### src/hdl/gpw_pkg.sv
// Package for the glyph pixel writer: codes, reset values and the structs
// used by the controller, the datapath and the top level.
// Depends on nothing.
`default_nettype none

package gpw_pkg;

    localparam int GLYPH_ROWS      = 8;
    localparam int GLYPH_COUNT_DEF = 256;

    localparam int IN_DATA_W  = 80;
    localparam int IN_USER_W  = 2;
    localparam int OUT_DATA_W = 56;
    localparam int CFG_IDX_W  = 3;
    localparam int CFG_DATA_W = 16;

    localparam logic [1:0] ACT_LOAD  = 2'd0;
    localparam logic [1:0] ACT_GLYPH = 2'd1;
    localparam logic [1:0] ACT_PIXEL = 2'd2;

    localparam logic [1:0] MODE_INDEXED = 2'd0;
    localparam logic [1:0] MODE_RGB     = 2'd1;
    localparam logic [1:0] MODE_TEXT    = 2'd2;

    localparam logic [1:0] CNT_INDEXED = 2'd1;
    localparam logic [1:0] CNT_TEXT    = 2'd2;
    localparam logic [1:0] CNT_RGB     = 2'd3;

    localparam logic [2:0] REG_MODE   = 3'd0;
    localparam logic [2:0] REG_WIDTH  = 3'd1;
    localparam logic [2:0] REG_HEIGHT = 3'd2;
    localparam logic [2:0] REG_PITCH  = 3'd3;
    localparam logic [2:0] REG_PBYTES = 3'd4;
    localparam logic [2:0] REG_RED    = 3'd5;
    localparam logic [2:0] REG_GREEN  = 3'd6;
    localparam logic [2:0] REG_BLUE   = 3'd7;

    typedef struct packed {
        logic [1:0]  frame_mode;
        logic [12:0] frame_width;
        logic [12:0] frame_height;
        logic [15:0] line_pitch;
        logic [2:0]  pixel_bytes;
        logic [4:0]  red_shift;
        logic [4:0]  green_shift;
        logic [4:0]  blue_shift;
    } t_cfg;

    localparam t_cfg CFG_RESET = '{
        frame_mode:   MODE_TEXT,
        frame_width:  13'd80,
        frame_height: 13'd25,
        line_pitch:   16'd160,
        pixel_bytes:  3'd2,
        red_shift:    5'd16,
        green_shift:  5'd8,
        blue_shift:   5'd0
    };

    typedef struct packed {
        logic [27:0] byte_offset;
        logic [1:0]  byte_count;
        logic [7:0]  byte_first;
        logic [7:0]  byte_second;
        logic [7:0]  byte_third;
    } t_wr;

    typedef struct packed {
        logic take;
        logic setup;
        logic ram_we;
        logic rd_en;
        logic step;
        logic push;
        logic flush;
    } t_cmd;

    typedef struct packed {
        logic [1:0] action;
        logic       code_ok;
        logic       origin_in;
        logic       pix_mode;
        logic       text_mode;
        logic       hit;
        logic       col_last;
        logic       row_last;
        logic       pend_valid;
        logic       out_free;
        logic       can_push;
    } t_sts;

endpackage

`default_nettype wire

### src/hdl/gpw_ctrl.sv
// Controller of the glyph pixel writer: sequences load, single write and
// glyph scan. Depends on gpw_pkg for the command and status structs.
`default_nettype none

module gpw_ctrl (
    input  wire logic          i_clk,
    input  wire logic          i_rst_n,
    input  wire logic          i_s_tvalid,
    output logic               o_s_tready,
    input  wire gpw_pkg::t_sts i_sts,
    output gpw_pkg::t_cmd      o_cmd
);

    typedef enum logic [4:0] {
        S_IDLE     = 5'b00001,
        S_DISPATCH = 5'b00010,
        S_SINGLE   = 5'b00100,
        S_SCAN     = 5'b01000,
        S_FLUSH    = 5'b10000
    } t_state;

    t_state r_state;
    t_state n_state;

    always_ff @(posedge i_clk) begin
        if (!i_rst_n) begin
            r_state <= S_IDLE;
        end else begin
            r_state <= n_state;
        end
    end

    always_comb begin
        n_state    = r_state;
        o_cmd      = '0;
        o_s_tready = 1'b0;
        case (r_state)
            S_IDLE: begin
                o_s_tready = 1'b1;
                if (i_s_tvalid) begin
                    o_cmd.take = 1'b1;
                    n_state    = S_DISPATCH;
                end
            end
            S_DISPATCH: begin
                o_cmd.setup = 1'b1;
                n_state     = S_IDLE;
                case (i_sts.action)
                    gpw_pkg::ACT_LOAD: begin
                        o_cmd.ram_we = i_sts.code_ok;
                    end
                    gpw_pkg::ACT_GLYPH: begin
                        if (i_sts.origin_in) begin
                            if (i_sts.text_mode) begin
                                n_state = S_SINGLE;
                            end else if (i_sts.pix_mode && i_sts.code_ok) begin
                                o_cmd.rd_en = 1'b1;
                                n_state     = S_SCAN;
                            end
                        end
                    end
                    gpw_pkg::ACT_PIXEL: begin
                        if (i_sts.pix_mode && i_sts.origin_in) begin
                            n_state = S_SINGLE;
                        end
                    end
                    default: begin
                        n_state = S_IDLE;
                    end
                endcase
            end
            S_SINGLE: begin
                o_cmd.push = 1'b1;
                n_state    = S_FLUSH;
            end
            S_SCAN: begin
                if (!i_sts.hit || i_sts.can_push) begin
                    o_cmd.step  = 1'b1;
                    o_cmd.push  = i_sts.hit;
                    o_cmd.rd_en = i_sts.col_last && !i_sts.row_last;
                    if (i_sts.col_last && i_sts.row_last) begin
                        n_state = S_FLUSH;
                    end
                end
            end
            S_FLUSH: begin
                if (!i_sts.pend_valid) begin
                    n_state = S_IDLE;
                end else if (i_sts.out_free) begin
                    o_cmd.flush = 1'b1;
                    n_state     = S_IDLE;
                end
            end
            default: begin
                n_state = S_IDLE;
            end
        endcase
    end

endmodule

`default_nettype wire

### config.mk
export PLATFORM = sky130hd
export DESIGN_NAME = gpw_ctrl
export DESIGN_NICKNAME = d
export VERILOG_FILES = /design/src/hdl/gpw_pkg.sv /design/src/hdl/gpw_ctrl.sv
export SDC_FILE = /design/constraint.sdc
export NUM_CORES = 1
export LEC_CHECK = 0
export ABC_AREA = 1
export BUFFER_PORTS_ARGS = -buffer_cell sky130_fd_sc_hd__buf_2
export CAP_MARGIN = 15
export CORE_AREA = 2 2 39 41
export CTS_CLUSTER_DIAMETER = 50
export DETAILED_ROUTE_END_ITERATION = 12
export DIE_AREA = 0 0 41 43
export HOLD_SLACK_MARGIN = 0.03
export PLACE_DENSITY = 0.71
export RECOVER_POWER = 25
export SYNTH_ARGS = -nofsm -noshare
export SYNTH_HDL_FRONTEND = slang
export SYNTH_SLANG_ARGS = --single-unit
### constraint.sdc
create_clock -name i_clk -period 1.3 [get_ports i_clk]
set_input_delay 0.065 -clock i_clk [delete_from_list [all_inputs] [get_ports i_clk]]
set_output_delay 0.065 -clock i_clk [all_outputs]
set_load 0.03 [all_outputs]
==> results of run 1 <==
logic make-up after synthesis:
| family | Yosys count |
|---|---|
| buffers and inverters | 18 |
| flip-flops | 5 |
| AND/OR/NAND/NOR | 47 |
| AO/OA/AOI/OAI | 7 |
| adder cells (fa/ha/maj) | 3 |
layout make-up:
class / count / area [µm²] / area share (%)
multi-input combinational: 57 / 330 / 46.0
timing repair buffer: 27 / 168 / 23.3
sequential: 5 / 106 / 14.8
inverter: 18 / 67.6 / 9.41
clock buffer: 4 / 26.3 / 3.66
tap: 16 / 20.0 / 2.79
path summary, 6_finish.rpt:
path                                   end  cells past startpoint  slack, ns
worst max register to register  r_state[0]                      7       0.13
worst min register to register  r_state[1]                      3       0.59
worst min-delay path            r_state[0]                      2       0.04
worst max-delay path              o_cmd[3]                      6      -0.02
synth_stat cells (all sizes together):
cell | number | area share (%)
inv | 18 | 15
nand2 | 15 | 12
nor2 | 15 | 15
nand3 | 9 | 11
dfxtp | 5 | 22
a21oi | 3 | 3.2
ha | 3 | 8.1
nand4 | 3 | 4.0
nor3 | 3 | 3.2
o21ai | 3 | 3.2
and3 | 1 | 1.3
nand3b | 1 | 1.6
o31ai | 1 | 1.6
power by group through the flow:
stage          combinational [W]  sequential (W)  clock [W]
6_report                0.000217        0.000179   0.000175
5_1_grt                 0.000245        0.000182   0.000197
4_1_cts                 0.000210        0.000180   0.000180
3_3_place_gp            0.000188        0.000179          0
2_1_floorplan           0.000125        0.000180          0
3_5_place_dp            0.000192        0.000179          0
critical path, delay by kind of cell, from the launching register on:
| kind | cells | cell delay, ns |
|---|---|---|
| DFF | 1 | 0.33 |
| buffers and inverters | 1 | 0.13 |
| and+or+nand+nor | 5 | 0.56 |
timing repair:
action / 4_1_cts / 5_1_grt
setup endpoints to repair: 5 / 9
resized for setup: 12 / 8
hold buffers: 0 / 0
setup buffers: 3 / 0
pin swaps: 5 / 3
per-stage QoR:
stage	util [%]	setup slack (ns)	cells	TNS (ns)	total power, W
2_1_floorplan	-	-0.0505	80	-0.0505	0.000305
3_3_place_gp	44.7	0.104	120	0	0.000366
3_5_place_dp	44.7	0.105	120	0	0.000371
4_1_cts	50.1	-0.0619	127	-0.141	0.000570
5_1_grt	51.9	-0.115	127	-0.484	0.000624
6_report	51.9	-0.0219	127	-0.0566	0.000571
layer usage:
metal  vias to the layer above  track usage (%)
met3                         4             3.14
met2                        21             28.1
met4                         0             10.0
li1                        320                -
met1                       276             17.7
met5                         -                0
==> run summary, run 1 <==
CP Launch Type: flip-flop
Via density: 4.89
Clock power frac: 30.6%
Synth unique cells: 17
Register area share after synthesis: 21.5%
Placed Instance Area: 618 µm²
GRT overflow: 0
Largest family of logic cells by synthesized area: simple AND/OR/NAND/NOR gates
Max clock buf depth: 2
Failing checks: setup timing
Row count: 14
Worst Hold Class: input port to flip-flop
Syn. warnings: 0
Initial Util: 33.6%
Nets: 130
Largest register FFs: 5
Origin of the critical flop-to-flop path: r_state[2]
Final setup fails: 3
Synth Area in Simple Gates: 47.8%
Inserted Clock Buffers: 3
Yosys reg bits: 5
Clock transition at path regs: 0.04 ns
Slowest CP cell: dfxtp_2
Maximum capacitance violations: 0
Seq pwr share: 31.4%
WL met1: 492 µm
Most frequent cells in the layout: buf_2, inv_1, nand2_1
Outcome: finished, violations left
Post-Syn Area: 465 µm²
Worst setup EP type: output port
Die width: 41 µm
Met2 WL post-DR: 658 µm
Portion of netlist area occupied by mux cells: 0%
Sw Share: 35.6%
Initial antenna violation count: 0
Final Max Tran Viols: 0
Detailed Routing Iterations Pass 1: 4
H-tree lvl count: 1
Share of layout cells above drive strength 1: 41.4%
Clk sinks: 5
Remaining DRCs: 0
RePlAce Congestion: 0.729
Layout fillers: 142
Final period utilization: 102%
DRT antenna net count: 0
WS Path Type: flip-flop to output port
Port Buffer Count: 22
Initial DRC Count: 11
Power Internal: 0.000368 W
Delay of the slowest cell on the worst path: 0.33 ns
Largest Register: r_state
Complex-gate fraction of the synthesized area: 8.06%
Most common cell after layout, fill and taps aside: buf_2
Comb power frac: 38.0%
Final worst setup slack: -0.0219 ns
Max-slew headroom: 82.3%
Core Region: 1380 µm²
Worst Path Max Fanout: 4
Slew @ Worst Pin: 0.263 ns
WL met3: 60 µm
Unrepaired setup endpoints after global routing: true
CTS tree: yes
# diodes: 0
F_max: 757 MHz
Clock latency on the worst-skew pair: 0.24 ns
Area growth from synthesis to layout: 54.3%
P_sw: 0.000203 W
Synthesized net count: 98
Clock Skews: 0.00176 ns
Die H: 43 µm
Num ports: 23
Synth Area in Adders: 8.06%
Power Density: 795 nW/µm²
Final HPWL DP: 982 µm
Post-synthesis cell count: 80
Largest net degree at the start of global routing: 5
Total length of routed wires: 1.24 mm
Final Cell Area: 718 µm²
Highest Signal Layer: met4
CTS root buffer: clkbuf_4
First-pass GRT wire length: 1.99 mm
Vias: 621
Final Hold Vio Count: 0
Worst EP required: 1.24 ns
Top flop regs: r_state x5
CP arrival: 1.26 ns
CP cell instances: nor2_2 -> nand3_2 -> nor2_2 -> nand3b_1 -> nand2_1 -> buf_6
Critical Path Start: r_state[0]
Cell mode on critical path: nor2_2
Number of global-route vias before repair: 562
Routed WL per cell: 9.72 µm
LEAKAGE: 0.397 nW
Hold path start: i_rst_n
Xor and xnor area share after synthesis: 0%
Mean Syn Cell Area: 5.82 µm²
WHS: 0.0404 ns
Die area: 1760 µm²
Post-route minimum period: 1.32 ns
Overall routing resource usage: 16.7%
Max VDD drop: 299 µV
No activity file was read; power rests on OpenSTA's default activity.
==> run 2: changes to the inputs <==
GPL_TIMING_DRIVEN = 0   (was not set)
==> run 2 against run 1 <==
  * The run still ends with setup timing left
  * Routed wire length decreased by 4.9%
  * Count of clock-buffer cells in the layout unchanged
  * Highest routed layer is now met3
  * Combinational power decreased by 5%
  * Maximum frequency decreased by 2.8%
  * Clock power about the same
  * Largest cell class unchanged
  * Register-to-register slack about the same
  * Die area unchanged
  * Hold slack improved by 0.0047 ns
==> run summary, run 2 (synthesized netlist as in run 1, its figures left out) <==
Max clock buf depth: 2 (unchanged)
Most frequent cells in the layout: inv_1, buf_2, nand2_1 (was buf_2, inv_1, nand2_1)
Initial DRC Count: 14 (was 11)
Final setup fails: 2 (was 3)
Final HPWL DP: 902 µm (was 982 µm)
CTS root buffer: clkbuf_4 (unchanged)
Row count: 14 (unchanged)
Routed WL per cell: 9.33 µm (was 9.72 µm)
Largest net degree at the start of global routing: 7 (was 5)
Die area: 1760 µm² (unchanged)
LEAKAGE: 0.389 nW (was 0.397 nW)
Met3 Resource Use GR: 2.62% (was 3.14%)
Hold path start: i_rst_n (unchanged)
CP Launch Type: flip-flop (unchanged)
Layout fillers: 151 (was 142)
Largest Register: r_state (unchanged)
Inserted Clock Buffers: 3 (unchanged)
Initial antenna violation count: 0 (unchanged)
Final period utilization: 105% (was 102%)
Core Region: 1380 µm² (unchanged)
Via density: 4.69 (was 4.89)
Clock transition at path regs: 0.04 ns (about the same)
Origin of the critical flop-to-flop path: r_state[3] (was r_state[2])
F_max: 735 MHz (was 757 MHz)
Clock Skews: 0.00135 ns (was 0.00176 ns)
Grt met2 use: 24.1% (was 28.1%)
Initial Util: 33.6% (unchanged)
Port Buffer Count: 22 (unchanged)
Area growth from synthesis to layout: 53.0% (was 54.3%)
First-pass GRT wire length: 1.77 mm (was 1.99 mm)
Top flop regs: r_state x5 (unchanged)
Overall routing resource usage: 14.7% (was 16.7%)
Nets: 129 (was 130)
Outcome: finished, violations left (unchanged)
Critical Path Start: r_state[1] (was r_state[0])
# hold bufs at CTS: 0 (unchanged)
Number of global-route vias before repair: 471 (was 562)
Max-slew headroom: 82.2% (was 82.3%)
CP cell instances: inv_2 -> nor2_4 -> nand2_2 -> nor2_4 -> and3_4 -> buf_6 (was nor2_2 -> nand3_2 -> nor2_2 -> nand3b_1 -> nand2_1 -> buf_6)
Final core utilization: 51.4% (was 51.9%)
Clock latency on the worst-skew pair: 0.23 ns (was 0.24 ns)
WS Path Type: flip-flop to output port (unchanged)
GRT overflow: 0 (unchanged)
Worst Path Max Fanout: 5 (was 4)
Share of layout cells above drive strength 1: 40.9% (was 41.4%)
Final worst setup slack: -0.0606 ns (was -0.0219 ns)
Worst setup EP type: output port (unchanged)
Grt peak-use layer: met2 (unchanged)
RePlAce Congestion: 0.724 (was 0.729)
Die H: 43 µm (unchanged)
Post-route minimum period: 1.36 ns (was 1.32 ns)
Failing checks: setup timing (unchanged)
Final Cell Area: 712 µm² (was 718 µm²)
Maximum capacitance violations: 0 (unchanged)
Vias: 591 (was 621)
Setup_tns: -0.0914 ns (was -0.0566 ns)
Placed Instance Area: 603 µm² (was 618 µm²)
Cell mode on critical path: nor2_4 (was nor2_2)
H-tree lvl count: 1 (unchanged)
Unrepaired setup endpoints after global routing: true (unchanged)
Slew @ Worst Pin: 0.266 ns (was 0.263 ns)
CTS tree: yes (unchanged)
Detailed Routing Iterations Pass 1: 4 (unchanged)
Place WS: 0.0934 ns (was 0.105 ns)
Final Max Tran Viols: 0 (unchanged)
Worst Hold Class: input port to flip-flop (unchanged)
Remaining DRCs: 0 (unchanged)
Largest register FFs: 5 (unchanged)
Worst EP required: 1.24 ns (about the same)
Slowest CP cell: dfxtp_4 (was dfxtp_2)
# diodes: 0 (unchanged)
Max VDD drop: 416 µV (was 299 µV)
Num ports: 23 (unchanged)
Clk sinks: 5 (unchanged)
Power Density: 803 nW/µm² (was 795 nW/µm²)
CP arrival: 1.30 ns (was 1.26 ns)
Delay of the slowest cell on the worst path: 0.37 ns (was 0.33 ns)
Die width: 41 µm (unchanged)
Total length of routed wires: 1.18 mm (was 1.24 mm)
Final Hold Vio Count: 0 (unchanged)
GR Util met1: 16.0% (was 17.7%)
DRT antenna net count: 0 (unchanged)
Overall power: 0.000571 W (about the same)
-- run 2: changes by cell type in the layout (fill, tap and decap cells not counted) --
| cell | change |
|---|---|
| buf_2 | -1 |
| buf_4 | +1 |
| buf_6 | -1 |
| dfxtp_2 | -1 |
| dfxtp_4 | +1 |
-- run 2: timing repair --
item / 4_1_cts / 5_1_grt
setup buffers: 2 / 2
gates resized for setup: 7 / 16
pin swaps: 2 / 5
setup endpoints to repair: 5 / 8
-- run 2: layout make-up --
cell class / instances / area (µm²) / area share (%)
sequential: 5 / 109 / 15.3
multi-input combinational: 57 / 330 / 46.4
timing repair buffer: 26 / 159 / 22.3
tap: 16 / 20.0 / 2.81
clock buffer: 4 / 26.3 / 3.69
inverter: 18 / 67.6 / 9.49
-- run 2: final timing paths --
| path | end | slack (ns) | depth (start not counted) |
|---|---|---|---|
| setup reg to reg | r_state[0] | 0.12 | 8 |
| hold reg to reg | r_state[4] | 0.66 | 3 |
| hold / removal | r_state[0] | 0.05 | 2 |
| setup / recovery | o_cmd[4] | -0.06 | 6 |
-- run 2: metrics by stage --
stage | instances | hold WS (ns)
after detailed placement | 118 | 0.286
after CTS | 124 | 0.0380
final | 126 | 0.0451
after global placement | 118 | 0.282
after floorplan | 80 | 0.149
after global routing | 126 | 0.0417
-- run 2: per-layer routing --
layer | vias to the layer above | part of all wire, %
met3 | 0 | 5.7
met4 | 0 | 0
li1 | 313 | -
met5 | - | 0
met1 | 259 | 40
met2 | 19 | 54
-- run 2: critical path: cells and delay by family, from the launching register on --
| family | cells | cell delay, ns |
|---|---|---|
| simple gates | 4 | 0.51 |
| flops | 1 | 0.37 |
| buf+inv | 2 | 0.17 |
-- run 2: report_power, final --
group | internal [W] | total, W | leakage [nW] | switching, W
logic | 0.0000833 | 0.000207 | 0.332 | 0.000124
clock network | 0.000116 | 0.000172 | 0.0150 | 0.0000562
registers | 0.000169 | 0.000192 | 0.0422 | 0.0000237
total | 0.000367 | 0.000571 | 0.389 | 0.000204
